$ cat config.mk
export PLATFORM = sky130hd
export DESIGN_NAME = url_percent_decoder
export DESIGN_NICKNAME = d
export VERILOG_FILES = /design/src/rtl/upd_pkg.sv /design/src/rtl/upd_front.sv /design/src/rtl/upd_queue.sv /design/src/rtl/upd_back.sv /design/src/rtl/url_percent_decoder.sv
export SDC_FILE = /design/constraint.sdc
export NUM_CORES = 1
export LEC_CHECK = 0
export ABC_AREA = 1
export ABC_CLOCK_PERIOD_IN_PS = 8100
export BUFFER_PORTS_ARGS = -buffer_cell sky130_fd_sc_hd__buf_2
export CAP_MARGIN = 0
export CORE_AREA = 5 5 161 163
export CTS_CLUSTER_SIZE = 25
export DETAILED_ROUTE_END_ITERATION = 16
export DIE_AREA = 0 0 166 168
export GPL_TIMING_DRIVEN = 0
export REMOVE_ABC_BUFFERS = 1
export SYNTH_ARGS = -nofsm -noshare
export SYNTH_HDL_FRONTEND = slang
export SYNTH_HIERARCHICAL = 1
export SYNTH_SLANG_ARGS = --single-unit
$ cat constraint.sdc
create_clock -name clk -period 8.1 [get_ports clk]
set_input_delay 0.405 -clock clk [delete_from_list [all_inputs] [get_ports clk]]
set_output_delay 0.405 -clock clk [all_outputs]
set_load 0.005 [all_outputs]
$ cat src/rtl/upd_pkg.sv
// Shared types, character constants and hex helpers for the URL percent decoder.
package upd_pkg;

  localparam logic [7:0] CH_PLUS    = 8'h2B;
  localparam logic [7:0] CH_PERCENT = 8'h25;
  localparam logic [7:0] CH_SPACE   = 8'h20;

  localparam int unsigned MAX_OUT = 3;
  localparam int unsigned CNT_W   = $clog2(MAX_OUT + 1);

  localparam int unsigned QDEPTH = 4;
  localparam int unsigned QPTR_W = $clog2(QDEPTH);

  typedef struct packed {
    logic [7:0] in_byte;
    logic       is_final;
  } enc_t;

  typedef struct packed {
    logic [7:0] out_byte;
    logic       out_final;
  } dec_t;

  // One decoded burst: up to three bytes, fin marks the end of the string.
  typedef struct packed {
    logic [CNT_W-1:0]           cnt;
    logic [MAX_OUT-1:0][7:0]    bytes;
    logic                       fin;
  } burst_t;

  function automatic logic is_hex(input logic [7:0] c);
    return (c >= 8'h30 && c <= 8'h39) || (c >= 8'h41 && c <= 8'h46) ||
           (c >= 8'h61 && c <= 8'h66);
  endfunction

  function automatic logic [3:0] hex_val(input logic [7:0] c);
    logic [3:0] v;
    if (c >= 8'h30 && c <= 8'h39) begin
      v = c[3:0];
    end else if ((c >= 8'h41 && c <= 8'h46) || (c >= 8'h61 && c <= 8'h66)) begin
      v = 4'(c[3:0] + 4'd9);
    end else begin
      v = 4'd0;
    end
    return v;
  endfunction

endpackage

$ cat src/rtl/upd_front.sv
// Front end: tracks the escape state and turns each request into a burst of decoded bytes.
module upd_front import upd_pkg::*; (
  input  logic   clk,
  input  logic   rst,
  input  logic   enc_valid,
  input  enc_t   enc,
  input  logic   full,
  output logic   enc_stall,
  output logic   push,
  output burst_t burst
);

  typedef enum logic [1:0] {
    ESC_IDLE,
    ESC_PCT,
    ESC_HEX1
  } esc_t;

  esc_t       mode, mode_next;
  logic [7:0] held, held_next;
  logic       accept;

  assign enc_stall = full;
  assign accept    = enc_valid && !full;

  always_comb begin
    logic [CNT_W-1:0] n;
    logic             brk;
    logic [7:0]       c;
    n         = '0;
    brk       = 1'b0;
    c         = enc.in_byte;
    burst     = '0;
    mode_next = mode;
    held_next = held;

    case (mode)
      ESC_PCT: begin
        if (is_hex(c)) begin
          held_next = c;
          mode_next = ESC_HEX1;
        end else begin
          burst.bytes[n] = CH_PERCENT;
          n = n + 1'b1;
          brk = 1'b1;
        end
      end
      ESC_HEX1: begin
        held_next = '0;
        mode_next = ESC_IDLE;
        if (is_hex(c)) begin
          burst.bytes[n] = {hex_val(held), hex_val(c)};
          n = n + 1'b1;
        end else begin
          burst.bytes[n] = CH_PERCENT;
          n = n + 1'b1;
          burst.bytes[n] = held;
          n = n + 1'b1;
          brk = 1'b1;
        end
      end
      default: brk = 1'b1;
    endcase

    // breaking byte is handled as if no escape were pending
    if (brk) begin
      mode_next = ESC_IDLE;
      if (c == CH_PLUS) begin
        burst.bytes[n] = CH_SPACE;
        n = n + 1'b1;
      end else if (c == CH_PERCENT) begin
        mode_next = ESC_PCT;
      end else begin
        burst.bytes[n] = c;
        n = n + 1'b1;
      end
    end

    // end of string flushes a pending escape literally
    if (enc.is_final) begin
      if (mode_next == ESC_PCT) begin
        burst.bytes[n] = CH_PERCENT;
        n = n + 1'b1;
      end else if (mode_next == ESC_HEX1) begin
        burst.bytes[n] = CH_PERCENT;
        n = n + 1'b1;
        burst.bytes[n] = held_next;
        n = n + 1'b1;
      end
      mode_next = ESC_IDLE;
      held_next = '0;
    end

    burst.cnt = n;
    burst.fin = enc.is_final;
  end

  assign push = accept && (burst.cnt != '0);

  always_ff @(posedge clk) begin
    if (rst) begin
      mode <= ESC_IDLE;
      held <= '0;
    end else if (accept) begin
      mode <= mode_next;
      held <= held_next;
    end
  end

endmodule

$ cat src/rtl/upd_queue.sv
// Small register queue of decoded bursts between front and back ends.
module upd_queue import upd_pkg::*; (
  input  logic   clk,
  input  logic   rst,
  input  logic   push,
  input  burst_t push_data,
  input  logic   pop,
  output burst_t head,
  output logic   full,
  output logic   empty
);

  burst_t            slots [QDEPTH];
  logic [QPTR_W-1:0] wr_ptr;
  logic [QPTR_W-1:0] rd_ptr;
  logic [QPTR_W:0]   count;

  assign full  = (count == (QPTR_W+1)'(QDEPTH));
  assign empty = (count == '0);
  assign head  = slots[rd_ptr];

  always_ff @(posedge clk) begin
    if (push) begin
      slots[wr_ptr] <= push_data;
    end
  end

  always_ff @(posedge clk) begin
    if (rst) begin
      wr_ptr <= '0;
      rd_ptr <= '0;
      count  <= '0;
    end else begin
      if (push) begin
        wr_ptr <= wr_ptr + 1'b1;
      end
      if (pop) begin
        rd_ptr <= rd_ptr + 1'b1;
      end
      if (push && !pop) begin
        count <= count + 1'b1;
      end else if (pop && !push) begin
        count <= count - 1'b1;
      end
    end
  end

  assert property (@(posedge clk) disable iff (rst) push |-> !full)
    else $error("upd_queue: push while full");
  assert property (@(posedge clk) disable iff (rst) pop |-> !empty)
    else $error("upd_queue: pop while empty");
  assert property (@(posedge clk) disable iff (rst)
    !empty |-> (head.cnt != '0))
    else $error("upd_queue: empty burst stored");
  assert property (@(posedge clk) disable iff (rst)
    count <= (QPTR_W+1)'(QDEPTH))
    else $error("upd_queue: count overflow");

endmodule

$ cat src/rtl/upd_back.sv
// Back end: serializes each burst into single bytes behind an output register.
module upd_back import upd_pkg::*; (
  input  logic   clk,
  input  logic   rst,
  input  burst_t head,
  input  logic   empty,
  output logic   pop,
  output logic   dec_valid,
  input  logic   dec_stall,
  output dec_t   dec
);

  logic [CNT_W-1:0] sel;
  logic             load;
  logic             last;

  assign load = !empty && (!dec_valid || !dec_stall);
  assign last = (sel == head.cnt - 1'b1);
  assign pop  = load && last;

  always_ff @(posedge clk) begin
    if (rst) begin
      sel       <= '0;
      dec_valid <= 1'b0;
    end else begin
      if (load) begin
        dec_valid <= 1'b1;
        sel       <= last ? '0 : sel + 1'b1;
      end else if (!dec_stall) begin
        dec_valid <= 1'b0;
      end
    end
  end

  always_ff @(posedge clk) begin
    if (load) begin
      dec.out_byte  <= head.bytes[sel];
      dec.out_final <= head.fin && last;
    end
  end

endmodule

$ cat src/rtl/url_percent_decoder.sv
// URL percent decoder: one encoded byte per request in, decoded bytes out.
// Each decoded byte passes through the burst queue and then the output register.
// Throughput: one request per cycle while each yields at most one byte and
// the output is not stalled; a multi-byte request is sent one byte at a time.
// A four-entry burst queue absorbs short output stalls.
// Synchronous reset clears the escape state, the queue and the output valid.
module url_percent_decoder import upd_pkg::*; (
  input  logic clk,
  input  logic rst,
  input  logic enc_valid,
  output logic enc_stall,
  input  enc_t enc,
  output logic dec_valid,
  input  logic dec_stall,
  output dec_t dec
);

  logic   push;
  logic   pop;
  logic   full;
  logic   empty;
  burst_t burst;
  burst_t head;

  upd_front u_front (
    .clk       (clk),
    .rst       (rst),
    .enc_valid (enc_valid),
    .enc       (enc),
    .full      (full),
    .enc_stall (enc_stall),
    .push      (push),
    .burst     (burst)
  );

  upd_queue u_queue (
    .clk       (clk),
    .rst       (rst),
    .push      (push),
    .push_data (burst),
    .pop       (pop),
    .head      (head),
    .full      (full),
    .empty     (empty)
  );

  upd_back u_back (
    .clk       (clk),
    .rst       (rst),
    .head      (head),
    .empty     (empty),
    .pop       (pop),
    .dec_valid (dec_valid),
    .dec_stall (dec_stall),
    .dec       (dec)
  );

endmodule
### Yosys cells after proc, flatten, opt, wreduce, memory -nomap -nowiden

Memory sizes are Yosys's and may differ from the RTL's. A register that Yosys moved wholly into a read port is not among the register bits.
Index checks and enable logic that the tools add are counted.

| storage, ports and cells | value |
|---|---|
| register bits | 29 |
| bits in latches | 0 |
| bits in writable memories | 108 |
| ROM bits | 0 |
| input bits | 13 |
| output and inout bits | 11 |
| memories | 1 |

Memory list:

| memory | words | width | rd ports | clocked after memory_dff | write ports | line | text |
|---|---|---|---|---|---|---|---|
| u_queue.slots | 4 | 27 | 1 | 1 | 1 | upd_queue.sv:13 | `burst_t slots [QDEPTH];` |

| operators by class | value |
|---|---|
| $add $sub $neg | 11 |
| multiply operators | 0 |
| divide/modulo/power cells | 0 |
| magnitude comparators | 19 |
| eq/ne operators | 9 |
| shift-type cells | 0 |
| mux-type cells | 54 |
| bitwise operators | 6 |
| reduce and logical (&&, ||, !) cells | 31 |

Operators by type and width:

| cell | number |
|---|---|
| 24-bit two-way mux | 6 |
| 8-bit two-way mux | 9 |
| 24-bit bitwise mux | 2 |
| 8-bit demux with 2-bit select | 3 |
| 8-bit by 7-bit >= comparator with 1-bit output, second input constant | 4 |
| 8-bit by 7-bit <= comparator with 1-bit output, second input constant | 4 |
| 8-bit case mux with 2 select lines | 2 |
| 2-bit two-way mux | 14 |
| 14-bit by 21-bit AND with 21-bit output | 1 |
| 21-bit NOT | 1 |
| 8-bit binary-select mux with 2-bit select | 1 |
| 8-bit by 6-bit == test with 1-bit output, second input constant | 2 |
| 8-bit by 6-bit >= comparator with 1-bit output, second input constant | 2 |
| 8-bit by 6-bit <= comparator with 1-bit output, second input constant | 2 |
| 1-bit logical AND | 16 |
| 4-bit two-way mux | 4 |
| 15-bit AND | 1 |
| 15-bit NOT | 1 |
| 2-bit by 1-bit adder with 2-bit output, second input constant | 6 |
| 2-bit by 3-bit < comparator with 1-bit output, second input constant | 4 |
| 9-bit OR | 1 |
| 4-bit adder, second input constant | 2 |
| 1-bit two-way mux | 8 |
| 2-bit case mux with 2 select lines | 2 |
| 17 further kinds | 32 |

### Longest topological paths before layout

Gate-level depths: netlist of run 1.

| depth | value |
|---|---|
| word-level depth | 21 |
| mapped depth | 29 |

### Cells and area by module

Netlist of run 1, hierarchy kept.

Modules (own cells, without submodules):

| module | instances | cells an instance | area each (µm²) | sequential area each (µm²) |
|---|---|---|---|---|
| upd_queue | 1 | 319 | 4,498.1 | 3,423.3 |
| upd_front | 1 | 327 | 1,970.6 | 200.2 |
| upd_back | 1 | 80 | 688.2 | 330.3 |

### Worst setup path before layout of run 1

Ideal clock, no wire load.

| path | value |
|---|---|
| path type | input -> register |
| start | input enc[1] (netlist bit) |
| end | register u_queue.count[2] |
| arrival time | 3,784 ps |
| data required time | 7,990 ps |
| path slack | 4,206 ps |
| cell stages on the path | 28 |
| path buffers | 1 |
| path through | clkbuf_2 -> inv_1 -> ha_1 -> nand3_2 -> nand3_4 -> nand2_8 -> nand2_1 -> nand2_1 -> inv_1 -> ha_1 -> or2_2 -> nand3_1 -> ha_1 -> inv_1 -> nand2_1 -> nand2_1 -> nand3_1 -> nand2_1 -> a21oi_2 -> ha_1 -> inv_1 -> fa_1 -> inv_1 -> nand2_1 -> nand3_1 -> nand2_1 -> inv_1 -> nor2_1 |

| between the ends | value |
|---|---|
| longest elaborated chain between the ends | 20 |
| elaborated cells between the ends (all ways) | 41 |
| those cells by class | add/sub: 3; order compare: 6; eq/ne: 4; mux: 17; reduce/logical: 11 |

Ends and longest elaborated chain:

| what | line | text |
|---|---|---|
| start: declaration | url_percent_decoder.sv:12 | `input enc_t enc,` |
| 8-bit by 6-bit >= comparator with 1-bit output, or another cell as far along | upd_pkg.sv:32 | `return (c >= 8'h30 && c <= 8'h39) \|\| (c >= 8'h41 && c <= 8'h46) \|\|` |
| 1-bit logical AND | upd_pkg.sv:32 |  |
| 1-bit logical OR (2 in a row) | upd_pkg.sv:32 |  |
| 2-bit two-way mux / 1-bit two-way mux (equally long branches) | upd_front.sv:51, upd_front.sv:39 |  |
| 2-bit case mux with 2 select lines | upd_front.sv:37 | `case (mode)` |
| 2-bit by 1-bit adder with 2-bit output | upd_front.sv:70, upd_front.sv:75 |  |
| 2-bit two-way mux | upd_front.sv:71 | `end else if (c == CH_PERCENT) begin` |
| 2-bit two-way mux | upd_front.sv:68 | `if (c == CH_PLUS) begin` |
| (+4 left out) | n/a |  |
| 2-bit two-way mux | upd_front.sv:81 | `if (mode_next == ESC_PCT) begin` |
| 2-bit two-way mux (*) | upd_front.sv:80 | `if (enc.is_final) begin` |
| 2-bit nonzero test (*) | upd_front.sv:98 | `assign push = accept && (burst.cnt != '0);` |
| 1-bit logical AND (*) | upd_front.sv:98 |  |
| via push | url_percent_decoder.sv:18 | `logic push;` |
| 1-bit logical NOT | upd_queue.sv:42 | `end else if (pop && !push) begin` |
| 1-bit logical AND | upd_queue.sv:42 |  |
| 2-bit nonzero test (no source line) | n/a |  |
| end signal: assignment | upd_queue.sv:41 | `count <= count + 1'b1;` |
| end signal: assignment | upd_queue.sv:43 | `count <= count - 1'b1;` |
| end: declaration | upd_queue.sv:16 | `logic [QPTR_W:0] count;` |

The timed path passes the listed nets; every way through them passes the cells marked *.
A chain may end at the register's enable or synchronous reset.

### Final worst setup path of run 1

| path | value |
|---|---|
| start | input enc[1] (netlist bit) |
| end | memory u_queue/slots[2][5] (netlist bit) (enable) |

| between the ends | value |
|---|---|
| longest elaborated chain between the ends | 19 |
| elaborated cells between the ends (all ways) | 38 |
| those cells by class | add/sub: 3; order compare: 6; eq/ne: 4; mux: 18; reduce/logical: 7 |

Ends and longest elaborated chain:

| what | line | text |
|---|---|---|
| 8-bit by 6-bit >= comparator with 1-bit output, or another cell as far along | upd_pkg.sv:32 |  |
| 1-bit logical AND | upd_pkg.sv:32 |  |
| 1-bit logical OR (2 in a row) | upd_pkg.sv:32 |  |
| 2-bit two-way mux / 1-bit two-way mux (equally long branches) | upd_front.sv:51, upd_front.sv:39 |  |
| 2-bit case mux with 2 select lines | upd_front.sv:37 |  |
| 2-bit by 1-bit adder with 2-bit output | upd_front.sv:70, upd_front.sv:75 |  |
| 2-bit two-way mux | upd_front.sv:71 |  |
| 2-bit two-way mux | upd_front.sv:68 |  |
| (+3 left out) | n/a |  |
| 2-bit two-way mux | upd_front.sv:84 | `end else if (mode_next == ESC_HEX1) begin` |
| 2-bit two-way mux | upd_front.sv:81 |  |
| 2-bit two-way mux (*) | upd_front.sv:80 |  |
| 2-bit nonzero test (*) | upd_front.sv:98 |  |
| 1-bit logical AND (*) | upd_front.sv:98 |  |
| via push | url_percent_decoder.sv:18 |  |
| 1-bit two-way mux (*) | upd_queue.sv:23 | `if (push) begin` |
| 1-bit two-way mux (implied by the code) (*) | upd_queue.sv:24 | `slots[wr_ptr] <= push_data;` |
| end: declaration | upd_queue.sv:13 |  |

Marked as above.

==> impl_metrics.yaml, run 1 <==
die:
  dieArea_um2: 27900
  row_count: 57
  die_h_um: 168
  die_x_um: 166
  core_area_um2: 24200
  start_util_pct: 29.6
  ios: 24
timing:
  layout_setup_ws_ns: 3.68
  period_needed_ns: 4.42
  min_period_over_period_pct: 54.5
  rsz0062_at_grt: "no"
  finalSetupViolations: 0
  hold_viol_final: 0
  setup_tns_ns: 0
  fin_worst_skew_ns: 0.0112
  worst_pin_slew_ns: 1.29
  clock.fmax_ghz: 0.226
  maxSlewViolCount: 0
  max_slew_margin_pct: 14.1
pwr:
  vdd_drop_max_mv: 0.151
  powerDensity_nw_per_um2: 269
  cellLeakagePower_nw: 3.13
critical_path:
  rrSetupSlack_ns: 3.95
  reg2regPathDepth: 17
  cp-start-kind: "primary input"
  critPathArrivalTime_ns: 4.44
  cp-end-kind: "flip-flop"
  path_max_fanout: 27
  worst_ep_required_time_ns: 8.12
  path_class: "primary input to flip-flop"
clocking:
  path_clk_slew_ns: 0.06
  clock_path_buffers: 2
  clock_latency_ns: 0.42
  cts_resized: 0
  cts_htree_levels: 4
  root_buffer: "clkbuf_16"
  cts_made_buffers: 17
  post-cts-setup-buffer-count: 0
  clkSinkCount: 139
  tritoncts: "built"
  holdBufCountCts: 0
finish:
  final_area_um2: 8040
  fillers: 2437
  post-route-util_pct: 33.3
  fin_nets: 779
  drive_gt1_share_pct: 13.9
  diodes: 0
  areaGrowthSynthToFinish_pct: 12.4
synth:
  synth_commonest_cells: "edfxtp_1, nand2_1, nor2_1"
  syn_area_um2: 7160
  netlist-cell-type-count: 46
  ys_ff_latch: 139
  yosysTopAreaCell: "edfxtp_1"
  yosysSeqAreaShare_pct: 55.2
  synth.avg_cell_area_um2: 9.86
  synth_cells: 726
  synthTopCellsByArea: "edfxtp_1, dfxtp_1, nand2_1, nor2_1, o21ai_0"
  ys_async_sr_fraction_pct: 0
  yosys_warnings: 6
  synth_edf_count: 117
  synth_top_area_share_pct: 49.1
  synth_most_common_cell: "edfxtp_1"
  synth-main-ff-cell: "edfxtp_1"
grt:
  overflow: 0
  grt_pass1_wl_um: 27200
  grt_pass1_vias: 4924
  met1_usage_pct: 16.7
  antenna_found_initial: 0
  grt_max_degree: 55
  grt_usage_pct: 12.3
  use_met2_pct: 19.7
  met3_usage_pct: 3.28
  busiest_layer: "met2"
placement:
  post-place-ws_ns: 3.24
  port_buffers: 23
  place_congestion: 0.947
  hpwl_um: 11300
  place_area_um2: 7480
detailed_routing:
  routed_wl_um: 17300
  vias_per_cell: 4.88
  drc_errors: 0
  drt_iter0_markers: 525
  wire_per_inst_um: 16.0
  vias: 5274
  first_pass_iters: 5
  drtAntennaViolNets: 0
outcome:
  outcome: "complete, no violations"
hold_path:
  holdPathStages: 1
  hp-class: "primary input to flip-flop"
job:
  maxCapViolations: 0
==> kinds of logic after synthesis <==
family	Yosys count	synth area share (%)
buffers and inverters	106	7.52
XOR/XNOR	3	0.367
AO/OA/AOI/OAI	179	14.4
AND/OR/NAND/NOR	276	18.4
adder cells (fa/ha/maj)	23	4.13
flip-flops	139	55.2
==> cell usage in the layout (no fill, tap or decap), drive strengths merged, types with 10 or more instances in the layout <==
cell type | netlist | routed
buf | 23 | 24
o22ai | 36 | 36
nand4 | 10 | 10
a21oi | 29 | 29
nor2 | 100 | 100
nand2 | 110 | 110
inv | 79 | 86
clkbuf | 3 | 19
edfxtp | 117 | 117
ha | 22 | 22
nand3 | 51 | 51
o21ai | 107 | 107
dfxtp | 22 | 22
==> cell type report <==
class / count / area, um^2 / area share, %
inverter: 80 / 318 / 3.95
clock inverter: 13 / 131 / 1.63
multi-input combinational: 481 / 2670 / 33.1
timing repair buffer: 24 / 135 / 1.68
sequential: 139 / 3960 / 49.2
tap: 324 / 405 / 5.04
clock buffer: 19 / 433 / 5.38
==> routing by layer <==
| layer | part of all wire, % | routed length, um |
|---|---|---|
| met5 | 0 | 0 |
| met4 | 1.0 | 180 |
| met3 | 6.6 | 1140 |
| met2 | 46 | 8010 |
| met1 | 46 | 7920 |
==> path summary, 6_finish.rpt <==
check,to,start
max,u_queue/slots[2][5],enc[1]
min,u_queue/slots[2][0],enc[0]
max reg2reg,u_queue/slots[2][5],u_front/mode[0]
min reg2reg,u_queue/rd_ptr[1],u_queue/rd_ptr[1]
==> power by group <==
group	switching, mW	internal [mW]
clock	0.313	0.431
sequential	0.0642	0.885
combinational	0.320	0.152
total	0.697	1.47
==> critical path, stage by stage <==
cell and delay (ns):
buf_2 0.23, inv_1 0.12, ha_1 0.23, nand3_2 0.10, nand3_4 0.17, nand2_8 0.16
nand2_1 0.10, nand2_1 0.10, inv_1 0.07, ha_1 0.28, or2_2 0.29, nand3_1 0.18
ha_1 0.26, inv_1 0.10, nand2_1 0.08, nand2_1 0.05, nand3_1 0.09, nand2_1 0.13
a21oi_2 0.28, nand2_1 0.09, inv_1 0.92
==> state kept, by name, indices dropped and copies added, names as in the netlist, named ones only <==
register          flops
u_queue/rd_ptr        2
u_back/dec_valid      1
u_front/held          8
u_queue/slots       108
u_back/dec            9
u_queue/wr_ptr        2
u_front/mode          2
u_back/sel            2
u_queue/count         3
==> stage by stage <==
| step | hold slack [ns] | std cells | total power, mW |
|---|---|---|---|
| floorplan | 0.412 | 700 | 1.26 |
| global placement | 0.427 | 1047 | 1.43 |
| detailed placement | 0.435 | 1048 | 1.44 |
| CTS | 0.270 | 1080 | 2.18 |
| global route | 0.282 | 1080 | 2.29 |
| finish | 0.291 | 1080 | 2.17 |
No activity file was read; power rests on OpenSTA's default activity.
==> inputs of run 2 (changes only) <==
--- a/config.mk
+++ b/config.mk
@@ -6,7 +6,7 @@
 export NUM_CORES = 1
 export LEC_CHECK = 0
 export ABC_AREA = 1
-export ABC_CLOCK_PERIOD_IN_PS = 8100
+export ABC_CLOCK_PERIOD_IN_PS = 3900
 export BUFFER_PORTS_ARGS = -buffer_cell sky130_fd_sc_hd__buf_2
 export CAP_MARGIN = 0
 export CORE_AREA = 5 5 161 163
==> constraint.sdc (replaced) <==
create_clock -name clk -period 3.9 [get_ports clk]
set_input_delay 0.195 -clock clk [delete_from_list [all_inputs] [get_ports clk]]
set_output_delay 0.195 -clock clk [all_outputs]
set_load 0.005 [all_outputs]
==> impl_metrics.yaml, run 2 (synthesis gave the netlist of run 1 again) <==
critical_path:
  cpMostUsedCell: "nand2_1"
  cp_slowest_cell: "fa_1"
  path_max_fanout: 10
  critPathArrivalTime_ns: 3.92
  reg2regPathDepth: 24
  worst_ep_required_time_ns: 4.21
  worstReg2RegStart: "u_front/mode[0]"
  path_class: "primary input to flip-flop"
  cp-end-kind: "flip-flop"
  cp-start-kind: "primary input"
  max_stage_delay_ns: 0.38
  r2r-end: "u_queue/count[2]"
  cpLargestDelayFamily: "simple AND/OR/NAND/NOR gates"
  path_buf_inv: 7
  rrSetupSlack_ns: 0.30
pwr:
  powerDensity_nw_per_um2: 558
  cellLeakagePower_nw: 3.10
  vdd_drop_max_mv: 0.314
hold_path:
  hold-path-endpoint: "u_queue/slots[3][0]"
  worstHoldStart: "enc[0]"
  hp-class: "primary input to flip-flop"
  holdPathStages: 1
finish:
  largest_reg_flops: 108
  diodes: 0
  fin_nets: 782
  reg_top3: "u_queue/slots (108), u_back/dec (9), u_front/held (8)"
  mostFrequentLayoutCell: "edfxtp_1"
  areaGrowthSynthToFinish_pct: 13.1
  drive_gt1_share_pct: 15.2
  largest-register: "u_queue/slots"
  fillers: 2434
  final_cell_mix: "edfxtp_1, nand2_1, nor2_1"
grt:
  grt_pass1_vias: 4914
  grt_pass1_wl_um: 27200
  overflow: 0
  grt_usage_pct: 12.3
  antenna_found_initial: 0
  grt_max_degree: 55
placement:
  port_buffers: 23
  post-place-ws_ns: -0.753
  place_congestion: 0.947
  hpwl_um: 11300
die:
  dieArea_um2: 27900
  start_util_pct: 29.6
  die_h_um: 168
  core_area_um2: 24200
  row_count: 57
  ios: 24
  die_x_um: 166
clocking:
  clkSinkCount: 139
  root_buffer: "clkbuf_16"
  clock_path_buffers: 2
  holdBufCountCts: 0
  tritoncts: "built"
  cts_htree_levels: 4
  clock_latency_ns: 0.42
  path_clk_slew_ns: 0.06
  cts_made_buffers: 17
timing:
  worst_pin_slew_ns: 1.18
  fin_worst_skew_ns: 0.0119
  layout_setup_ws_ns: 0.297
  hold_viol_final: 0
  maxSlewViolCount: 0
  max_slew_margin_pct: 21.5
  period_needed_ns: 3.60
  holdWs_ns: 0.0758
  clock.fmax_ghz: 0.278
  finalSetupViolations: 0
  setup_tns_ns: 0
  min_period_over_period_pct: 92.4
detailed_routing:
  drt_iter0_markers: 520
  wire_per_inst_um: 16.3
  drc_errors: 0
  highest_layer: "met4"
  vias_per_cell: 4.91
  drt-met1-wl_um: 8000
  drtAntennaViolNets: 0
  first_pass_iters: 5
  vias: 5321
  routed_wl_um: 17600
  wl_met2_um: 8170
  dr_wl_met3_um: 1270
job:
  maxCapViolations: 0
outcome:
  outcome: "complete, no violations"
run 2: cell type report:
cell class / instances / area (um^2) / share of cell area [%]
Timing Repair Buffer: 25 / 145 / 1.79
Clock buffer: 19 / 433 / 5.35
Sequential cell: 139 / 3960 / 48.8
Inverter: 80 / 333 / 4.11
Timing Repair inverter: 2 / 15.0 / 0.185
Multi-Input combinational cell: 481 / 2680 / 33.1
Tap cell: 324 / 405 / 5.01
Clock inverter: 13 / 131 / 1.62
run 2: report_power, final:
group	leakage [nW]	switching [mW]	internal, mW
Sequential	1.33	0.133	1.84
Clock	0.279	0.654	0.895
Combinational	1.49	0.679	0.323
Total	3.10	1.47	3.05
run 2: worst max-delay path by stage:
stage,endpoint,cells past startpoint,from
floorplan,u_queue/count[2],28,enc[2]
global placement,u_queue/slots[2][20],21,enc[1]
detailed placement,u_queue/slots[0][12],21,enc[1]
CTS,u_queue/count[2],28,enc[1]
global route,u_queue/count[2],28,enc[1]
finish,u_queue/count[2],28,enc[1]
run 2: per-stage QoR:
stage	cells	util, %	area (um^2)	power (mW)
6_report	1083	33.5	8100	4.52
5_1_grt	1083	33.5	8100	4.77
4_1_cts	1080	33.3	8060	4.54
3_5_place_dp	1048	30.9	7480	3.00
3_3_place_gp	1047	30.8	7460	2.97
2_1_floorplan	700	-	6940	2.61
run 2: what timing repair did:
item,CTS,global route
pin swaps,0,1
resized for setup,4,7
gates cloned,0,2
setup endpoints to repair,108,110
hold endpoints to repair,0,0
buffers inserted,0,1
run 2: routing by layer:
metal / GRT usage, % / vias to the layer above
li1: - / 2574
met1: 16.7 / 2546
met2: 19.7 / 182
met3: 3.28 / 19
met4: 2.69 / 0
met5: 0 / -
